**config.mk**
```make
export PLATFORM = sky130hd
export DESIGN_NAME = rci_sqrt
export DESIGN_NICKNAME = d
export VERILOG_FILES = /design/src/design/rci_pkg.sv /design/src/design/rci_sqrt.sv
export SDC_FILE = /design/constraint.sdc
export NUM_CORES = 2
export LEC_CHECK = 0
export BUFFER_PORTS_ARGS = -buffer_cell sky130_fd_sc_hd__buf_2
export CAP_MARGIN = 20
export CORE_ASPECT_RATIO = 0.7
export CORE_MARGIN = 2
export CORE_UTILIZATION = 45
export DETAILED_ROUTE_END_ITERATION = 10
export PLACE_DENSITY_LB_ADDON = 0.1
export SLEW_MARGIN = 10
export SYNTH_ARGS = -nofsm -noshare
export SYNTH_HDL_FRONTEND = slang
export SYNTH_SLANG_ARGS = --single-unit
```
**constraint.sdc**
```tcl
create_clock -name clock -period 4.7 [get_ports clock]
set_input_delay 0.47 -clock clock [delete_from_list [all_inputs] [get_ports clock]]
set_output_delay 0.47 -clock clock [all_outputs]
set_load 0.005 [all_outputs]
```
**src/design/rci_pkg.sv**
```systemverilog
// shared types and constants for the ray versus cylinder intersector
`default_nettype none
package rci_pkg;

   localparam int FRAC_BITS = 16;
   localparam int COORD_W   = 32;
   localparam int NORM_W    = 18;
   localparam int RAD_W     = 31;
   localparam int CSR_IDX_W = 3;

   // register indexes of the configuration port
   typedef enum logic [CSR_IDX_W-1:0] {
      CSR_CENTER_X = 3'd0,
      CSR_CENTER_Y = 3'd1,
      CSR_CENTER_Z = 3'd2,
      CSR_RADIUS   = 3'd3,
      CSR_HEIGHT   = 3'd4
   } csr_idx_type;

   typedef logic signed [COORD_W-1:0] coord_type;
   typedef logic signed [NORM_W-1:0]  norm_type;

endpackage
`default_nettype wire

```
**src/design/rci_sqrt.sv**
```systemverilog
// pipelined integer square root, one result bit per stage
`default_nettype none
module rci_sqrt (
   input  wire logic        clock,
   input  wire logic [63:0] radicand,
   output logic [31:0]      root
);
   import rci_pkg::*;

   localparam int STAGES = 32;

   logic [63:0] rem_ff  [0:STAGES];
   logic [31:0] res_ff  [0:STAGES];

   always_comb begin
      rem_ff[0] = radicand;
      res_ff[0] = '0;
   end

   // restoring square root, one bit per stage
   for (genvar gi = 0; gi < STAGES; gi++) begin : g_stage
      logic [63:0] trial_in;
      logic [63:0] rem_in;
      logic [31:0] res_in;
      logic [63:0] rem_q_ff;
      logic [31:0] res_q_ff;
      localparam int BITPOS = STAGES - 1 - gi;
      always_comb begin
         trial_in = ({32'd0, res_ff[gi]} << (BITPOS + 1)) | (64'd1 << (2 * BITPOS));
         if (rem_ff[gi] >= trial_in) begin
            rem_in = rem_ff[gi] - trial_in;
            res_in = res_ff[gi] | (32'd1 << BITPOS);
         end else begin
            rem_in = rem_ff[gi];
            res_in = res_ff[gi];
         end
      end
      always_ff @(posedge clock) begin
         rem_q_ff <= rem_in;
         res_q_ff <= res_in;
      end
      always_comb begin
         rem_ff[gi+1] = rem_q_ff;
         res_ff[gi+1] = res_q_ff;
      end
   end

   assign root = res_ff[STAGES];
endmodule
`default_nettype wire

```
==> flow_summary.yaml <==
placed_design:
  dp_slack_ns: 0.263
  gp_congestion: 0.983
  port_buffers: 96
  dp_hpwl_um: 214000
sta:
  finalMaxSlewViolations: 0
  fin_ws_ns: 0.0320
  worstMarginPinSlew_ns: 1.15
  final.min_clock_period_ns: 4.67
  setup_viol: 0
  fin_crit_sh_pct: 99.3
  hold_viol: 0
  relSlewSlack_pct: 22.5
  whs_ns: 0.177
  fmax_mhz: 214
  rsz0062_at_grt: "no"
  clock_skew_ns: 0.0677
route:
  wl_per_cell_um: 20.9
  num_vias: 69500
  drc: 0
  wl_um: 270000
  drt_iter0_drc: 6404
  vias_per_cell: 5.40
  postRouteAntennaNets: 0
  drtPass1Iterations: 6
layout:
  syn_to_final_growth_pct: 14.3
  nNetsFinal: 10500
  mostFrequentLayoutCells: "dfxtp_1 (2512), inv_1 (702), a21oi_1 (612)"
  regArea_um2: 50300
  fillCellCount: 18900
  final_common_cell: "dfxtp_1"
  multi_input_area_um2: 41500
  layout-drive-gt1-share_pct: 8.17
synthesis:
  synth_top_flop_cell: "dfxtp_1"
  ys_seq_elements: 2512
  syn_area_um2: 95000
  syn_inst: 9542
  ys.warnings.count: 0
  syn_area_per_cell_um2: 9.96
  ys_seq_area_share_pct: 52.9
  ys_types: 89
  syn_nets: 10200
  synth_edf_count: 0
  async_reset_ff_share_pct: 0
setup_path:
  worstSetupStartpointType: "register"
  cp-end-kind: "register"
  worstPathArrival_ns: 5.41
  required_ns: 5.44
  ff2ff_path_depth: 11
  crit_type: "register to register"
  crit_fanout: 8
floorplanning:
  die_w_um: 553
  dieHeight_um: 388
  die-area_um2: 215000
  initial_utilization_pct: 45.2
  num_rows: 141
  core-area_um2: 210000
  ios: 97
global_routing:
  grt_pass1_vias: 64700
  antenna_found_initial: 15
  grt_usage_pct: 24.5
  grt_pass1_wl_um: 405000
  grt_overflow: 0
  grt_max_degree: 64
min_path:
  hp-class: "input pin to register"
  hold_depth: 2
job:
  drv_cap: 0
power_and_ir_drop:
  cellPowerDensity_nw_per_um2: 628
  vdd_drop_max_mv: 0.351
  leakagePower_nw: 49.8
cts:
  numCtsBuffers: 237
  cts.sinks: 2512
  cts_tree: "yes"
  clockBufferDepth: 4
  clk_latency_ns: 0.94
  path_clk_slew_ns: 0.06
  htree_levels: 4
  clock-root-buffer: "clkbuf_16"
run_status:
  status: "finished clean"
layout make-up:
class                      instances  share of cell area (%)
antenna                            8                  0.0184
clock buffer                     315                    6.16
clock inverter                   111                    1.57
inverter                         705                    2.44
multi-input combinational       6136                    38.2
sequential                      2512                    46.3
tap                             2788                    3.21
timing repair buffer             303                    2.09
cell usage after synthesis, types with 14 or more instances:
cell	instances	share of area, %
a2111oi_0	15	0.14
a211o_1	14	0.13
a211oi_1	49	0.39
a21boi_0	17	0.13
a21o_1	268	2.1
a21oi_1	612	3.2
a31oi_1	53	0.35
and2_1	27	0.18
and3_1	67	0.44
buf_2	15	0.079
clkbuf_1	160	0.63
dfxtp_1	2512	53
ha_1	558	7.3
inv_1	702	2.8
mux2_2	95	1.1
nand2_1	608	2.4
nand2b_1	98	0.65
nand3_1	174	0.92
nand3b_1	26	0.21
nand4_1	169	1.1
nand4b_1	20	0.18
nor2_1	605	2.4
nor2b_1	82	0.54
nor3_1	248	1.3
nor3b_1	20	0.16
nor4_1	358	2.4
nor4b_1	36	0.33
o211ai_1	34	0.27
o21a_1	103	0.81
o21ai_0	427	2.2
o21bai_1	39	0.31
o31ai_1	35	0.28
or2_2	36	0.24
or3_1	88	0.58
or4_1	68	0.54
xnor2_1	484	4.5
xor2_1	390	3.6
registers in the layout (all words and copies together) (netlist names):
name / cells
g_stage.rem_q_ff: 1984
g_stage.res_q_ff: 496
root: 32
worst paths after layout:
check | start | endpoint | slack [ns]
setup / recovery | g_stage[29].res_q_ff[2] | g_stage[30].rem_q_ff[11] | 0.03
setup reg to reg | g_stage[29].res_q_ff[2] | g_stage[30].rem_q_ff[11] | 0.03
hold / removal | radicand[50] | g_stage[0].rem_q_ff[50] | 0.18
hold reg to reg | g_stage[24].res_q_ff[29] | g_stage[25].res_q_ff[29] | 0.31
worst max-delay path: stages, from the launching register on:
cell,delay (ns)
dfxtp_1,0.32
inv_1,0.05
ha_1,0.32
nor2b_1,0.18
o311ai_0,0.59
a211oi_1,0.24
o31ai_1,0.41
a21oi_1,0.29
o211ai_1,0.70
and3_2,0.39
clkinv_1,0.56
mux2_2,0.49
power by group:
group / total [mW] / switching (mW) / internal, mW
Combinational: 17.3 / 9.99 / 7.35
Clock: 20.4 / 8.32 / 12.1
Sequential: 30.5 / 4.38 / 26.1
stage by stage:
step	area (µm²)	power [mW]	instances	setup TNS (ns)	util, %
6_report	109000	68.2	12900	0	51.6
5_1_grt	109000	71.7	12900	0	51.6
4_1_cts	109000	68.1	12900	0	51.6
3_5_place_dp	99600	47.4	12400	0	47.3
3_3_place_gp	99500	47.3	12400	-9.00	47.3
2_1_floorplan	95000	41.3	9542	0	-
repair_timing:
item | 4_1_cts | 5_1_grt
setup buffers | 0 | 0
endpoints found under the hold margin | 65 | 0
gates resized for setup | 0 | 2
setup endpoints to repair | 0 | 2
hold buffers | 65 | 0
routing by layer:
metal | global-route usage, % | up-vias | wire length [µm]
li1 | - | 34000 | -
met1 | 42.4 | 32900 | 151000
met2 | 26.5 | 2332 | 83700
met3 | 8.93 | 293 | 31000
met4 | 4.11 | 6 | 3950
met5 | 0.888 | - | 293
cells by family (layout without fill, tap and decap cells):
kind of cell	count (synthesis)	after routing	share of synthesized area, %
other	0	8	0
and+or+nand+nor	2788	2788	15.1
buffers and inverters	894	1434	3.55
muxes	106	106	1.24
adders and majority gates	558	558	7.35
DFF	2512	2512	52.9
AOI/OAI and AO/OA	1810	1810	11.8
xor gates and xnor gates	874	874	8.05
Note: power is estimated with default switching activity, not from simulation.
